### config.mk
export PLATFORM = sky130hd
export DESIGN_NAME = dot_star_pattern_matcher_core
export DESIGN_NICKNAME = d
export VERILOG_FILES = /design/src/hdl/dspm_pkg.sv /design/src/hdl/dspm_cell.sv /design/src/hdl/dot_star_pattern_matcher_core.sv
export SDC_FILE = /design/constraint.sdc
export NUM_CORES = 1
export LEC_CHECK = 0
export ABC_AREA = 0
export BUFFER_PORTS_ARGS = -buffer_cell sky130_fd_sc_hd__buf_4
export CAP_MARGIN = 5
export CORE_MARGIN = 5
export CORE_UTILIZATION = 60
export DETAILED_ROUTE_END_ITERATION = 8
export PLACE_DENSITY = 0.85
export SETUP_SLACK_MARGIN = 0.15
export SLEW_MARGIN = 0
export SYNTH_ARGS = -nofsm -noshare
export SYNTH_HDL_FRONTEND = slang
export SYNTH_SLANG_ARGS = --single-unit
### constraint.sdc
create_clock -name clock -period 3.02 [get_ports clock]
set_clock_uncertainty 0.1 [all_clocks]
set_input_delay 0.302 -clock clock [delete_from_list [all_inputs] [get_ports clock]]
set_output_delay 0.302 -clock clock [all_outputs]
set_load 0.03 [all_outputs]
### src/hdl/dspm_pkg.sv
// Shared constants, codes and cell interface types for the dot-star pattern matcher.
package dspm_pkg;

   localparam int MAX_TOKENS = 16;

   localparam logic [7:0] STAR_CODE = 8'd42;
   localparam logic [7:0] ANY_CODE  = 8'd46;

   localparam logic [1:0] MODE_CLEAR   = 2'd0;
   localparam logic [1:0] MODE_PATTERN = 2'd1;
   localparam logic [1:0] MODE_TEXT    = 2'd2;

   typedef enum logic [2:0] {
      OP_NONE,
      OP_CLEAR,
      OP_LOAD,
      OP_STAR,
      OP_TEXT
   } op_type;

   typedef struct packed {
      op_type     op;
      logic [7:0] data;
   } cell_ctl_type;

   typedef struct packed {
      logic valid;      // cell holds a token
      logic tail_star;  // last token and already starred
      logic adv;        // text byte consumed by a plain token: activate next position
      logic carry;      // closure passed on to the next position
      logic hit;        // this position equals the token count and is active
   } cell_stat_type;

endpackage

### src/hdl/dspm_cell.sv
// One pattern cell: a token, its star flag and the active bit of its position.
module dspm_cell import dspm_pkg::*; (
   input  logic          clock,
   input  logic          reset,
   input  cell_ctl_type  ctl,
   input  logic          head,
   input  logic          prev_valid,
   input  logic          next_valid,
   input  logic          carry_in,
   input  logic          adv_in,
   output cell_stat_type stat
);

   logic       valid_ff, valid_in;
   logic       star_ff, star_in;
   logic       any_ff, any_in;
   logic [7:0] byte_ff, byte_in;
   logic       act_ff, act_in;

   logic closed;
   logic match;
   logic is_tail;
   logic load_here;

   assign closed    = act_ff | carry_in;
   assign match     = valid_ff & closed & (any_ff | (byte_ff == ctl.data));
   assign is_tail   = valid_ff & ~next_valid;
   assign load_here = prev_valid & ~valid_ff;

   always_comb begin
      valid_in = valid_ff;
      star_in  = star_ff;
      any_in   = any_ff;
      byte_in  = byte_ff;
      act_in   = act_ff;
      case (ctl.op)
         OP_CLEAR: begin
            valid_in = 1'b0;
            star_in  = 1'b0;
            act_in   = head;
         end
         OP_LOAD: begin
            if (load_here) begin
               valid_in = 1'b1;
               star_in  = 1'b0;
               byte_in  = ctl.data;
               any_in   = (ctl.data == ANY_CODE);
            end
         end
         OP_STAR: begin
            if (is_tail) begin
               star_in = 1'b1;
            end
         end
         OP_TEXT: begin
            act_in = (match & star_ff) | adv_in;
         end
         default: begin
         end
      endcase
   end

   always_ff @(posedge clock) begin
      if (reset) begin
         valid_ff <= 1'b0;
         star_ff  <= 1'b0;
         act_ff   <= head;
      end else begin
         valid_ff <= valid_in;
         star_ff  <= star_in;
         act_ff   <= act_in;
      end
      any_ff  <= any_in;
      byte_ff <= byte_in;
   end

   assign stat.valid     = valid_ff;
   assign stat.tail_star = is_tail & star_ff;
   assign stat.adv       = match & ~star_ff;
   assign stat.carry     = closed & star_ff;
   assign stat.hit       = closed & prev_valid & ~valid_ff;

endmodule

### src/hdl/dot_star_pattern_matcher_core.sv
// Top level: request decode, error tracking and the chain of pattern cells.
//
//   channel | ports                               | direction
//   --------+-------------------------------------+----------
//   request | req_valid req_ready req_mode        | in
//           | req_data_byte                       |
//   response| rsp_valid rsp_ready rsp_matched     | out
//           | rsp_error                           |
//
// One request per cycle while responses are taken; its response appears the cycle after acceptance.
// The response is computed from the cell registers, so the next request is
// taken only in a cycle where the pending response is free or is taken.
// Star closure ripples combinationally through all MAX_TOKENS cells.
// Synchronous reset gives the same matcher state as a clear request, with no response pending.
module dot_star_pattern_matcher_core import dspm_pkg::*; (
   input  logic       clock,
   input  logic       reset,
   input  logic       req_valid,
   output logic       req_ready,
   input  logic [1:0] req_mode,
   input  logic [7:0] req_data_byte,
   output logic       rsp_valid,
   input  logic       rsp_ready,
   output logic       rsp_matched,
   output logic       rsp_error
);

   logic pend_ff, pend_in;
   logic error_ff, error_in;
   logic text_ff, text_in;
   logic act_end_ff, act_end_in;   // active bit of the position after the last cell

   cell_ctl_type  ctl;
   cell_stat_type stat [MAX_TOKENS];

   logic [MAX_TOKENS-1:0] valid_vec;
   logic [MAX_TOKENS-1:0] tail_star_vec;
   logic [MAX_TOKENS-1:0] hit_vec;
   logic                  req_fire;
   logic                  last_star;
   logic                  closed_end;
   logic                  hit;

   assign req_fire = req_valid & req_ready;

   genvar k;
   generate
      for (k = 0; k < MAX_TOKENS; k++) begin : g_cell
         logic prev_valid, next_valid, carry_in, adv_in, head;
         if (k == 0) begin : g_first
            assign prev_valid = 1'b1;
            assign carry_in   = 1'b0;
            assign adv_in     = 1'b0;
            assign head       = 1'b1;
         end else begin : g_rest
            assign prev_valid = stat[k-1].valid;
            assign carry_in   = stat[k-1].carry;
            assign adv_in     = stat[k-1].adv;
            assign head       = 1'b0;
         end
         if (k == MAX_TOKENS - 1) begin : g_last
            assign next_valid = 1'b0;
         end else begin : g_mid
            assign next_valid = stat[k+1].valid;
         end

         dspm_cell u_cell (
            .clock      (clock),
            .reset      (reset),
            .ctl        (ctl),
            .head       (head),
            .prev_valid (prev_valid),
            .next_valid (next_valid),
            .carry_in   (carry_in),
            .adv_in     (adv_in),
            .stat       (stat[k])
         );

         assign valid_vec[k]     = stat[k].valid;
         assign tail_star_vec[k] = stat[k].tail_star;
         assign hit_vec[k]       = stat[k].hit;
      end
   endgenerate

   assign last_star  = |tail_star_vec;
   assign closed_end = act_end_ff | stat[MAX_TOKENS-1].carry;
   assign hit        = (|hit_vec) | (valid_vec[MAX_TOKENS-1] & closed_end);

   always_comb begin
      ctl.op     = OP_NONE;
      ctl.data   = req_data_byte;
      error_in   = error_ff;
      text_in    = text_ff;
      act_end_in = act_end_ff;
      pend_in    = pend_ff;

      if (rsp_valid && rsp_ready) begin
         pend_in = 1'b0;
      end

      if (req_fire) begin
         pend_in = 1'b1;
         case (req_mode)
            MODE_CLEAR: begin
               ctl.op     = OP_CLEAR;
               error_in   = 1'b0;
               text_in    = 1'b0;
               act_end_in = 1'b0;
            end
            MODE_PATTERN: begin
               if (text_ff) begin
                  error_in = 1'b1;
               end else if (req_data_byte == STAR_CODE) begin
                  // leading or doubled star is dropped and sets the error flag
                  if (!valid_vec[0] || last_star) begin
                     error_in = 1'b1;
                  end else begin
                     ctl.op = OP_STAR;
                  end
               end else if (valid_vec[MAX_TOKENS-1]) begin
                  error_in = 1'b1;
               end else begin
                  ctl.op = OP_LOAD;
               end
            end
            MODE_TEXT: begin
               ctl.op     = OP_TEXT;
               text_in    = 1'b1;
               act_end_in = stat[MAX_TOKENS-1].adv;
            end
            default: begin
            end
         endcase
      end
   end

   always_ff @(posedge clock) begin
      if (reset) begin
         pend_ff    <= 1'b0;
         error_ff   <= 1'b0;
         text_ff    <= 1'b0;
         act_end_ff <= 1'b0;
      end else begin
         pend_ff    <= pend_in;
         error_ff   <= error_in;
         text_ff    <= text_in;
         act_end_ff <= act_end_in;
      end
   end

   assign req_ready   = ~pend_ff | rsp_ready;
   assign rsp_valid   = pend_ff;
   assign rsp_matched = hit & ~error_ff;
   assign rsp_error   = error_ff;

   // tokens always fill the chain from cell zero without gaps
   a_valid_packed: assert property (@(posedge clock) disable iff (reset)
      ((valid_vec + MAX_TOKENS'(1)) & valid_vec) == '0)
      else $error("token valid bits not contiguous");

   a_one_tail: assert property (@(posedge clock) disable iff (reset)
      $onehot0(tail_star_vec))
      else $error("more than one starred tail");

   a_clear_result: assert property (@(posedge clock) disable iff (reset)
      req_fire && req_mode == MODE_CLEAR |=> rsp_valid && rsp_matched && !rsp_error)
      else $error("clear did not give empty match");

   a_error_sticky: assert property (@(posedge clock) disable iff (reset)
      error_ff && !(req_fire && req_mode == MODE_CLEAR) |=> error_ff)
      else $error("error flag dropped without clear");

endmodule

# Word-level counts from Yosys, hierarchy flattened

Cells that the tools add are included.

Eq/ne operators: 58
Muxes and demuxes: 94
Bitwise gates (word level): 228
Reduce and logical (&&, ||, !) cells: 61

Operators by type and width:

| operator                                            | count |
|---|---|
| AND 1 bit                                           | 145 |
| equality test 8 bit                                 | 16 |
| case mux 1 bit (2 select lines)                     | 35 |
| AND reduction 2 bit                                 | 32 |
| != test 2 x 1 -> 1 bit, second input constant       | 31 |
| OR 1 bit                                            | 49 |
| case mux 1 bit (3 select lines)                     | 16 |
| AND reduction 3 bit                                 | 16 |
| 2-to-1 mux 1 bit                                    | 37 |
| inverter 1 bit                                      | 34 |
| OR reduction 16 bit                                 | 2 |
| equality test 8 x 6 -> 1 bit, second input constant | 2 |
| nonzero test 2 bit                                  | 5 |
| 2-to-1 mux 3 bit                                    | 3 |
| case mux 3 bit (3 select lines)                     | 1 |
| equality test 3 x 2 -> 1 bit, second input constant | 2 |
| 2-to-1 mux 2 bit                                    | 2 |
| != test 4 x 3 -> 1 bit, second input constant       | 1 |
| != test 4 bit, second input constant                | 1 |
| AND reduction 4 bit                                 | 1 |
| equality test 3 x 1 -> 1 bit, second input constant | 1 |
| equality test 3 bit, second input constant          | 1 |
| nonzero test 3 bit                                  | 1 |
| equality test 2 x 1 -> 1 bit, second input constant | 1 |
| 6 further kinds                                     | 6 |

Register bits: 196
Input port bits: 14
Output and inout port bits: 4
Word-level logic and storage cells: 525

# Longest topological paths before layout

Gate-level depths: netlist of the first run.

Depth in word-level cells: 35
Mapped depth: 9
Mapped depth without buffers: 7

# Cells and area by module

Synthesis of the first run repeated with hierarchy kept, for this count alone.

Cell total of the unflattened synthesis: 846
Area, all modules: 10321.1 µm²

Modules (own cells, without submodules):

| module                        | times used | cells each | area an instance (µm²) | seq. area each (µm²) |
|---|---|---|---|---|
| dspm_cell                     | 16         | 50         | 623.1                  | 340.3 |
| dot_star_pattern_matcher_core | 1          | 46         | 351.6                  | 80.1 |

# Worst setup path after synthesis of the first run

OpenSTA, ideal clock, no wires.

Kind: flip-flop to output port
Start: register g_cell[0].u_cell.star_ff
End: output rsp_matched
Data arrival time: 2.126 ns
Required time: 2.618 ns
Setup slack: 0.492 ns
Stages on the path, launching flop included: 7
Path buffers: 0
Path through: dfxtp_1 > a211oi_1 > o21ai_0 > a311oi_1 > o221ai_1 > a22oi_1 > a41oi_1

Longest elaborated chain between the ends: 35
Elaborated cells between the ends (all ways): 66
Classes of those cells: 65 x bitwise; 1 x reduce/logical

RTL lines:

| item                                             | line                                                 | source |
|---|---|---|
| start, declared                                  | dspm_cell.sv:15                                      | `logic star_ff, star_in;` |
| start signal, assigned                           | dspm_cell.sv:70                                      | `star_ff <= star_in;` |
| AND 1 bit (*)                                    | dspm_cell.sv:80                                      | `assign stat.carry = closed & star_ff;` |
| OR 1 bit (*)                                     | dspm_cell.sv:25                                      | `assign closed = act_ff \| carry_in;` |
| AND 1 bit                                        | dspm_cell.sv:80                                      |  |
| OR 1 bit                                         | dspm_cell.sv:25                                      |  |
| AND 1 bit                                        | dspm_cell.sv:80                                      |  |
| OR 1 bit                                         | dspm_cell.sv:25                                      |  |
| AND 1 bit                                        | dspm_cell.sv:80                                      |  |
| OR 1 bit                                         | dspm_cell.sv:25                                      |  |
| [... 19 more ...]                                | n/a                                                  |  |
| OR 1 bit                                         | dspm_cell.sv:25                                      |  |
| AND 1 bit                                        | dspm_cell.sv:80                                      |  |
| OR 1 bit                                         | dspm_cell.sv:25                                      |  |
| AND 1 bit (on tied branches)                     | dspm_cell.sv:81, dspm_cell.sv:80                     |  |
| AND 1 bit or OR 1 bit (tied branches)            | dspm_cell.sv:81, dot_star_pattern_matcher_core.sv:86 |  |
| OR reduction 16 bit or AND 1 bit (tied branches) | dot_star_pattern_matcher_core.sv:87                  | `assign hit = (\|hit_vec) \| (valid_vec[MAX_TOKENS-1] & closed_end);` |
| OR 1 bit (*)                                     | dot_star_pattern_matcher_core.sv:87                  |  |
| AND 1 bit (*)                                    | dot_star_pattern_matcher_core.sv:153                 | `assign rsp_matched = hit & ~error_ff;` |
| end, declared                                    | dot_star_pattern_matcher_core.sv:24                  | `output logic rsp_matched,` |

Mark *: on every way between the ends. The rest lies on a longest branch, timed or not.

# Worst setup path in the final report of the first run

Ends and elaborated chain as after synthesis.

==> run metrics, run 1 <==
measured slew at the worst slew-check pin=739.3 ps; worst reg2reg path startpoint=text_ff; worst voltage drop across the vdd grid=0.0004201 V; routed wirelength normalized by instance count=20.63 um; I/O pins=18; # H-tree levels=4; top-count cell post-synth=sky130_fd_sc_hd__edfxtp_1; via count normalized by instance count=6.185; RSZ-0062 raised after global routing=true; number of routed nets with antenna violations=0; Worst EP required=2620 ps; pin count of the biggest net entering global routing=34; aggregate routed wire length=19.77 mm; number of sinks on the clock net=196; placement row count=44; clock latency at the later pin of the worst-skew pair=430 ps; grt total ovfl=0; CTS clock-pin slew for the worst setup and hold paths=70 ps; worst setup path startpoint=g_cell[0].u_cell.star_ff; count of TritonRoute iterations in the first routing pass=5; area of the die=17080 um2; post-synthesis sequential element count=196; met3 wirelength from detailed routing=1.512 mm; routed vias=5925; effective utilization at floorplan=60.60%; top-area cell type share of the netlist area=49.47%; sum of met2 wire segment lengths after detailed routing=9.778 mm; Distinct cells, synth=61; mapped cell area=8741 um2; Die Ht=130.7 um; total number of nets in the final design=775; CTS Root Cell=sky130_fd_sc_hd__clkbuf_16; clock tree from TritonCTS=yes; crit share post-route=96.84%; Detail Placement HPWL=12.91 mm; combined global-route utilization of all metal layers=24.57%; most instantiated cells after synthesis=sky130_fd_sc_hd__edfxtp_1 (144), sky130_fd_sc_hd__xor2_1 (120), sky130_fd_sc_hd__a21oi_1 (57); total clock buffers created by CTS=17; total count of max-transition violations in the final report=0; final-layout worst hold slack=90.18 ps; proportion of synthesized chip area in sequential cells=61.38%; Crit path arrival time=2520 ps; maximum number of buffers from clock root to sink=2; gp weighted congestion=1.042; Die X-Extent=130.7 um; growth of design area from synthesis to finish=12.01%; Sum Neg Setup Slack=0 ps; Setup CP Type=reg2out; wire length of the first global-routing pass=31.58 mm; achievable clock frequency=341.9 MHz; count of flip-flops with a built-in enable after synthesis=144; Crit. End Element=primary output; layout cells sized above 1=12.27%; fraction of the core area covered by cells at the end of the flow=67.88%; Mapped Cells=728; core region area=14420 um2; # DRC=0; post-synth net total=742; Synth async-reset ratio=0%; Setup Buffers After CTS=0; antenna diode count=0; post-synthesis cell type with the largest combined area=sky130_fd_sc_hd__edfxtp_1; highest metal layer used by the detailed router=met4; type of origin of the critical path=flip-flop; run status=finished, final reports clean; leakage power total=0.003309 uW; initial antenna violation count=0; crit path cell chain=a21o_1 -> a222oi_1 -> nand4_1 -> a211o_1 -> nor4_4 -> a41oi_1 -> buf_4; wire length the detailed router placed on met1=8.068 mm; top post-synthesis cells by area=sky130_fd_sc_hd__edfxtp_1 (49%), sky130_fd_sc_hd__xor2_1 (12%), sky130_fd_sc_hd__dfxtp_1 (12%); critical-path cell with the highest stage delay=sky130_fd_sc_hd__a222oi_1; total power per unit cell area=542.8 nW/um2; via count of the first global-routing pass=5953; CP Max Fanout=6; hold_sp=req_valid; post-synthesis area per instance=12.01 um2; synth warn=0; path type of the worst min-delay path=in2reg; Iteration-0 DRC Markers=543; Fill cells=1035; setup-violating endpoint count in the final report=0; most used flip-flop cell after synthesis=sky130_fd_sc_hd__edfxtp_1; Max transition margin=50.71%; max-cap violations=0; final-report hold violation count=0; number of I/O port buffers=17; post-layout minimum cycle time=2925 ps; Worst path max stage delay=460 ps
[state kept, by name, indices dropped and copies added (netlist names)]
signal and flops:
act_end_ff 1, rsp_error 1, rsp_valid 1, text_ff 1
g_cell.u_cell.star_ff 16, g_cell.u_cell.byte_ff 128, g_cell.u_cell.any_ff 16, g_cell.u_cell.act_ff 16
g_cell.u_cell.valid_ff 16
[final timing paths]
kind / end / slack (ps) / cells after the start
max reg2reg: g_cell[11].u_cell.star_ff / 370 / 6
min reg2reg: act_end_ff / 390 / 2
min: rsp_valid / 90 / 3
max: rsp_matched / 100 / 7
[placed cells by master, fill, tap and decap left out, types with 3 or more instances in the layout]
cell type                   instances
sky130_fd_sc_hd__nand3b_1           5
sky130_fd_sc_hd__inv_1             20
sky130_fd_sc_hd__or3_1              3
sky130_fd_sc_hd__a32oi_1            6
sky130_fd_sc_hd__a221oi_1           3
sky130_fd_sc_hd__nand4b_1           3
sky130_fd_sc_hd__buf_4             47
sky130_fd_sc_hd__nor2_1            42
sky130_fd_sc_hd__xor2_1           120
sky130_fd_sc_hd__inv_6              4
sky130_fd_sc_hd__a31oi_1            8
sky130_fd_sc_hd__nand4_1            5
sky130_fd_sc_hd__a21o_1             4
sky130_fd_sc_hd__nand2_1           36
sky130_fd_sc_hd__edfxtp_1         144
sky130_fd_sc_hd__clkbuf_16         17
sky130_fd_sc_hd__nor3b_1            4
sky130_fd_sc_hd__xnor2_1            8
sky130_fd_sc_hd__a21oi_1           57
sky130_fd_sc_hd__nor2b_1           12
sky130_fd_sc_hd__and3b_1            3
sky130_fd_sc_hd__nor4b_1            6
sky130_fd_sc_hd__nand2b_1          12
sky130_fd_sc_hd__nand3_1           14
sky130_fd_sc_hd__nor4_1            32
sky130_fd_sc_hd__and2_1             3
sky130_fd_sc_hd__dfxtp_1           51
sky130_fd_sc_hd__o21ai_0           31
sky130_fd_sc_hd__nor3_1            14
sky130_fd_sc_hd__a21boi_0           3
sky130_fd_sc_hd__clkinv_2           3
[through the flow]
| step | total power, uW | instances | worst slack [ps] | area (um2) |
|---|---|---|---|---|
| floorplan | 3104 | 728 | 491.7 | 8741 |
| global placement | 3199 | 926 | 199.3 | 9183 |
| detailed placement | 3211 | 926 | 108.0 | 9183 |
| CTS | 5330 | 958 | 63.51 | 9768 |
| global route | 5471 | 958 | 28.86 | 9791 |
| finish | 5314 | 958 | 95.31 | 9791 |
[where the power goes]
part           internal (uW)  switching [uW]  leakage (uW)  total [uW]
Combinational           87.3             180       0.00132         267
Sequential              2880            4.04       0.00171        2890
Clock                   1170             987      0.000276        2160
Total                   4140            1170       0.00331        5310
[critical path, delay by kind of cell, from the launching register on]
family | cells | cell delay [ps]
DFF | 1 | 360
AOI/OAI and AO/OA | 4 | 1170
and+or+nand+nor | 2 | 360
buffers and inverters | 1 | 200
[cells by family after synthesis]
kind of cell           synth area share [%]
AO/OA/AOI/OAI                         10.09
multiplexers                         0.1288
AND/OR/NAND/NOR                       12.97
flip-flops                            61.38
buffers and inverters                 2.605
XOR/XNOR                              12.83
[area by class of cell]
cell class                      count  area (um2)  area share [%]
Sequential cell                   196        5366           54.81
Tap cell                          184       230.2           2.351
Multi-Input combinational cell    479        3199           32.68
Timing Repair Buffer               47       352.8           3.604
Clock inverter                     13       123.9           1.265
Clock buffer                       19       442.9           4.524
Inverter                           20       75.07          0.7668
[per-layer routing]
layer | GRT usage [%] | up-vias
met2 | 39.84 | 221
met1 | 32.40 | 2928
met5 | 0 | -
met4 | 8.469 | 0
li1 | - | 2737
met3 | 6.463 | 39
[timing repair]
action | in CTS | in global routing
gates resized for setup | 6 | 4
pin swaps | 1 | 2
hold buffers | 0 | 0
setup endpoints to repair | 1 | 24
endpoints found under the hold margin | 0 | 0
No activity file was read; power rests on OpenSTA's default activity.
==> inputs of run 2 (changes only) <==
--- a/config.mk
+++ b/config.mk
@@ -11,7 +11,7 @@
 export CORE_MARGIN = 5
 export CORE_UTILIZATION = 60
 export DETAILED_ROUTE_END_ITERATION = 8
-export PLACE_DENSITY = 0.85
+export PLACE_DENSITY = 0.78
 export SETUP_SLACK_MARGIN = 0.15
 export SLEW_MARGIN = 0
 export SYNTH_ARGS = -nofsm -noshare
==> run 2 against run 1 <==
Compared with the run above:
- register-to-register slack worse by 50 ps
- first-iteration DRC count up 5.0%
- global-route usage down 0.77 points
- flip-flop and latch count unchanged
- die area unchanged
- cell area up 0.87%
- highest routed layer unchanged
==> run metrics, run 2 (synthesis results as in run 1) <==
cell internal power dissipation=4323 uW (+4.3%); CP Max Fanout=6 (unchanged); CTS clock-pin slew for the worst setup and hold paths=70 ps (about the same); Placement Cell Area=9208 um2 (+0.27%); met3 wirelength from detailed routing=1.054 mm (-30%); reported net switching power=1126 uW (-3.8%); sum of buffers and inverters on the critical path=2 (+1); Iteration-0 DRC Markers=570 (+5.0%); via count of the first global-routing pass=5859 (-1.6%); layout cells sized above 1=12.65% (+0.37 points); number of buffers inserted for hold repair after clock tree synthesis=0 (unchanged); pin count of the biggest net entering global routing=34 (unchanged); count of TritonRoute iterations in the first routing pass=6 (+1); total power per unit cell area=551.7 nW/um2 (+1.6%); Worst path max stage delay=360 ps (-100 ps); # H-tree levels=4 (unchanged); wire length of the first global-routing pass=30.79 mm (-2.5%); core region area=14420 um2 (unchanged); clock network fraction of total power=42.0% (+1.4 points); most frequent cells in the layout=sky130_fd_sc_hd__edfxtp_1 (144), sky130_fd_sc_hd__xor2_1 (120), sky130_fd_sc_hd__a21oi_1 (57), sky130_fd_sc_hd__dfxtp_1 (49), sky130_fd_sc_hd__buf_4 (46); worst setup path startpoint=g_cell[0].u_cell.star_ff; number of I/O port buffers=17 (unchanged); total count of max-transition violations in the final report=0 (unchanged); Seq pwr share=53.0% (-1.3 points); total clock buffers created by CTS=17 (unchanged); largest register by flop count=g_cell.u_cell.byte_ff; combinational cell fraction of total power=5.0% (about the same); clock tree from TritonCTS=yes; Die X-Extent=130.7 um (unchanged); area of all placed cells without fillers=9876 um2 (+0.87%); Worst EP required=2620 ps (about the same); crit path cell chain=a211oi_2 -> o21ai_2 -> a311oi_2 -> buf_4 -> nor3_1 -> nor4_4 -> a41oi_2 -> buf_4; max-cap violations=0 (unchanged); hold_sp=req_valid; Sw Share=20.67% (-1.4 points); Max transition margin=47.32% (-3.4 points); highest metal layer used by the detailed router=met4; clock latency at the later pin of the worst-skew pair=440 ps (about the same); routed wirelength normalized by instance count=20.10 um (-2.6%); CTS Root Cell=sky130_fd_sc_hd__clkbuf_16; routed vias=5873 (-0.88%); final-report hold violation count=0 (unchanged); Crit path arrival time=2510 ps (about the same); I/O pins=18 (unchanged); aggregate routed wire length=19.30 mm (-2.4%); most frequent standard cell in the layout excluding fill and tap cells=sky130_fd_sc_hd__edfxtp_1; setup-violating endpoint count in the final report=0 (unchanged); path type of the worst min-delay path=in2reg; total number of nets in the final design=776 (+0.13%); Crit. End Element=primary output; Setup CP Type=reg2out; measured slew at the worst slew-check pin=790.1 ps (+50.87 ps); achievable clock frequency=343.3 MHz (+0.41%); grt total ovfl=0 (unchanged); critical-path cell with the highest stage delay=sky130_fd_sc_hd__dfxtp_2; placement row count=44 (unchanged); number of routed nets with antenna violations=0 (unchanged); crit share post-route=96.44% (-0.40 points); Die Ht=130.7 um (unchanged); Fill cells=1030 (-0.48%); post-layout minimum cycle time=2913 ps (-12.07 ps); Sum Neg Setup Slack=0 ps (unchanged); leakage power total=0.003341 uW (+0.96%); gp weighted congestion=0.9092 (-13%); wire length the detailed router placed on met1=8.039 mm (-0.36%); crit-path leading delay family=compound AO/OA/AOI/OAI gates; worst reg2reg path startpoint=g_cell[7].u_cell.valid_ff; run status=finished, final reports clean; Detail Placement HPWL=12.77 mm (-1.1%); RSZ-0062 raised after global routing=true; growth of design area from synthesis to finish=12.98%; # DRC=0 (unchanged); via count normalized by instance count=6.118 (-1.1%); initial antenna violation count=0 (unchanged); sum of met2 wire segment lengths after detailed routing=9.637 mm (-1.4%); maximum number of buffers from clock root to sink=2 (unchanged); area of the die=17080 um2 (unchanged); combined global-route utilization of all metal layers=23.80% (-0.77 points); worst voltage drop across the vdd grid=0.0004647 V (+11%); effective utilization at floorplan=60.60% (unchanged); CP dominant cell by count=sky130_fd_sc_hd__buf_4; flip-flop count of the largest register after layout=128 (unchanged); number of sinks on the clock net=196 (unchanged); type of origin of the critical path=flip-flop
## run 2: final cells by class
class	instances	area, um2	share of cell area [%]
Tap cell	184	230.2	2.331
Multi-Input combinational cell	479	3216	32.56
Antenna cell	1	2.502	0.02534
Clock buffer	23	467.9	4.738
Inverter	20	75.07	0.7602
Sequential cell	196	5369	54.36
Timing Repair Buffer	48	385.4	3.902
Clock inverter	9	130.1	1.318
## run 2: power by group through the flow
stage               sequential, uW  clock [uW]  combinational, uW
finish                        2890        2290                271
global route                  2890        2420                292
CTS                           2890        2310                271
detailed placement            2950           0                268
global placement              2950           0                256
floorplan                     2950           0                153
## run 2: worst min-delay path: stages
cell                      delay, ps
sky130_fd_sc_hd__buf_4           80
sky130_fd_sc_hd__inv_1           70
sky130_fd_sc_hd__a21oi_1        130
## run 2: through the flow
step           setup slack, ps  total power (uW)  util, %  instances  hold WS (ps)
2_1_floorplan            491.7              3104        -        728         300.9
3_3_place_gp             188.0              3204    63.84        926         339.4
3_5_place_dp             106.4              3216    63.84        926         369.6
4_1_cts                  57.74              5469    68.18        959         64.64
5_1_grt                  27.99              5602    68.45        959         98.56
6_report                 107.4              5449    68.47        960         73.72
## run 2: worst paths after layout
path	end	cells after the start	slack (ps)
setup / recovery	rsp_matched	8	110
hold / removal	rsp_valid	3	70
setup reg to reg	g_cell[14].u_cell.star_ff	6	320
hold reg to reg	act_end_ff	2	390
## run 2: timing repair
action,CTS,global route
resized for setup,6,9
setup endpoints to repair,1,24
pin swaps,3,2
setup buffers,1,0
hold endpoints to repair,0,0
## run 2: per-layer routing
layer	GRT usage, %	vias to the layer above
li1	-	2746
met1	30.63	2860
met2	39.57	221
met3	4.431	46
met4	10.59	0
met5	0	-
==> inputs of run 3 (changes only) <==
--- a/config.mk
+++ b/config.mk
@@ -6,7 +6,7 @@
 export NUM_CORES = 1
 export LEC_CHECK = 0
 export ABC_AREA = 0
-export BUFFER_PORTS_ARGS = -buffer_cell sky130_fd_sc_hd__buf_4
+export BUFFER_PORTS_ARGS = -buffer_cell sky130_fd_sc_hd__buf_2
 export CAP_MARGIN = 5
 export CORE_MARGIN = 5
 export CORE_UTILIZATION = 60
==> run 3 against run 2 <==
Compared with the run above:
- sequential power is essentially flat
- worst hold slack gained 12 ps
- utilization shrank 0.078 points
- die area is the same
- clock power shrank 5%
- cell area shrank 0.11%
- largest cell class unchanged
- cell count is the same
- register-to-register slack lost 40 ps
- power shrank 1.9%
- first-iteration DRC count grew 15%
- global-route usage grew 0.74 points
==> run metrics, run 3 (synthesis results as in run 1) <==
CTS Root Cell=sky130_fd_sc_hd__clkbuf_16; core region area=14420 um2 (unchanged); pre-CTS setup slack=98.57 ps (-7.844 ps); most frequent standard cell in the layout excluding fill and tap cells=sky130_fd_sc_hd__edfxtp_1; placement row count=44 (unchanged); largest register by flop count=g_cell.u_cell.byte_ff; most frequent cells in the layout=sky130_fd_sc_hd__edfxtp_1 (144), sky130_fd_sc_hd__xor2_1 (120), sky130_fd_sc_hd__a21oi_1 (57), sky130_fd_sc_hd__dfxtp_1 (48), sky130_fd_sc_hd__nor2_1 (42); # DRC=0 (unchanged); Setup CP Type=reg2out; RSZ-0062 raised after global routing=true; number of routed nets with antenna violations=0 (unchanged); layout cells sized above 1=13.40% (+0.76 points); aggregate routed wire length=20.20 mm (+4.7%); area of all placed cells without fillers=9864 um2 (-0.11%); fraction of the core area covered by cells at the end of the flow=68.39% (-0.078 points); total count of max-transition violations in the final report=0 (unchanged); CP Max Fanout=9 (+3); Iteration-0 DRC Markers=656 (+15%); setup-violating endpoint count in the final report=0 (unchanged); measured slew at the worst slew-check pin=884.1 ps (+93.92 ps); run status=finished, final reports clean; Crit path arrival time=2430 ps (-80 ps); Placement Cell Area=9230 um2 (+0.24%); leakage power total=0.003349 uW (+0.26%); least setup slack across all paths after layout=184.4 ps (+77.07 ps); sum of buffers and inverters on the critical path=1 (-1); number of sinks on the clock net=196 (unchanged); crit path cell chain=mux2_2 -> nand2_1 -> nand4_1 -> a211o_1 -> nor4_2 -> a41oi_2 -> buf_4; CTS clock-pin slew for the worst setup and hold paths=70 ps (about the same); I/O pins=18 (unchanged); post-layout minimum cycle time=2836 ps (-77.07 ps); count of TritonRoute iterations in the first routing pass=5 (-1); antenna diode count=0 (-1); pin count of the biggest net entering global routing=34 (unchanged); Detail Placement HPWL=13.08 mm (+2.4%); area of the die=17080 um2 (unchanged); combined global-route utilization of all metal layers=24.54% (+0.74 points); grt total ovfl=0 (unchanged); # H-tree levels=4 (unchanged); type of origin of the critical path=flip-flop; critical-path cell with the highest stage delay=sky130_fd_sc_hd__dfxtp_1; total power per unit cell area=542.1 nW/um2 (-1.7%); Die X-Extent=130.7 um (unchanged); worst voltage drop across the vdd grid=0.0003894 V (-16%); Multi-input gate area=3209 um2 (-0.19%); via count of the first global-routing pass=5665 (-3.3%); clock latency at the later pin of the worst-skew pair=440 ps (about the same); Sum Neg Setup Slack=0 ps (unchanged); initial antenna violation count=0 (unchanged); effective utilization at floorplan=60.60% (unchanged); routed wirelength normalized by instance count=21.04 um (+4.7%); routed vias=5891 (+0.31%); final-report hold violation count=0 (unchanged); max-cap violations=0 (unchanged); Max transition margin=41.06% (-6.3 points); Worst path max stage delay=540 ps (+180 ps); Worst EP required=2620 ps (about the same); crit-path leading delay family=flip-flops; achievable clock frequency=352.7 MHz (+2.7%); growth of design area from synthesis to finish=12.85%; total number of nets in the final design=778 (+0.26%); number of buffers inserted for hold repair after clock tree synthesis=0 (unchanged); Crit. End Element=primary output; Die Ht=130.7 um (unchanged); crit share post-route=93.89% (-2.6 points); total clock buffers created by CTS=17 (unchanged); gp weighted congestion=0.9530 (+4.8%); footprint of the flip-flops and latches=5370 um2 (about the same); wire length of the first global-routing pass=31.44 mm (+2.1%); path type of the worst min-delay path=in2reg; maximum number of buffers from clock root to sink=2 (unchanged); Fill cells=1037 (+0.68%); flip-flop count of the largest register after layout=128 (unchanged); via count normalized by instance count=6.136 (+0.31%); number of I/O port buffers=17 (unchanged); clock tree from TritonCTS=yes
## run 3: area by class of cell
class                      count  share of cell area, %
clock inverter                14                  1.459
clock buffer                  17                  4.313
timing repair buffer          50                  4.160
tap                          184                  2.334
sequential                   196                  54.44
multi-input combinational    479                  32.53
inverter                      20                 0.7610
## run 3: tightest hold or removal path, cell delays in order
cell and delay (ps):
sky130_fd_sc_hd__buf_2 70, sky130_fd_sc_hd__inv_1 80, sky130_fd_sc_hd__a21oi_1 120
## run 3: through the flow
step / std cells / hold WS, ps / total power, uW
2_1_floorplan: 728 / 300.9 / 3104
6_report: 960 / 85.53 / 5347
3_5_place_dp: 928 / 375.1 / 3219
4_1_cts: 960 / 71.24 / 5365
3_3_place_gp: 928 / 359.4 / 3208
5_1_grt: 960 / 94.81 / 5518
## run 3: report_power, final
group | internal, uW | switching [uW] | leakage [uW]
logic | 91.3 | 185 | 0.00135
registers | 2880 | 3.94 | 0.00171
clock network | 1160 | 1020 | 0.000285
total | 4140 | 1210 | 0.00335
## run 3: path summary, 6_finish.rpt
check | start | to | slack, ps | cells after the start
setup / recovery | g_cell[15].u_cell.valid_ff | rsp_matched | 180 | 7
hold / removal | req_valid | rsp_valid | 90 | 3
setup reg to reg | g_cell[6].u_cell.valid_ff | g_cell[10].u_cell.star_ff | 280 | 6
hold reg to reg | act_end_ff | act_end_ff | 390 | 2
## run 3: routing by layer
layer  vias up  wire length (um)  share of wire [%]  GRT usage, %
met2       202             10000                 50         40.44
met1      2908              8568                 42         33.31
met5         -                 0                  0             0
met4         0               501                2.5         7.562
met3        42              1131                5.6         4.715
li1       2739                 -                  -             -
## run 3: timing repair
item	CTS	global route
gates resized for setup	8	8
endpoints found under the setup margin	1	16
pin swaps	1	4
setup buffers	1	0
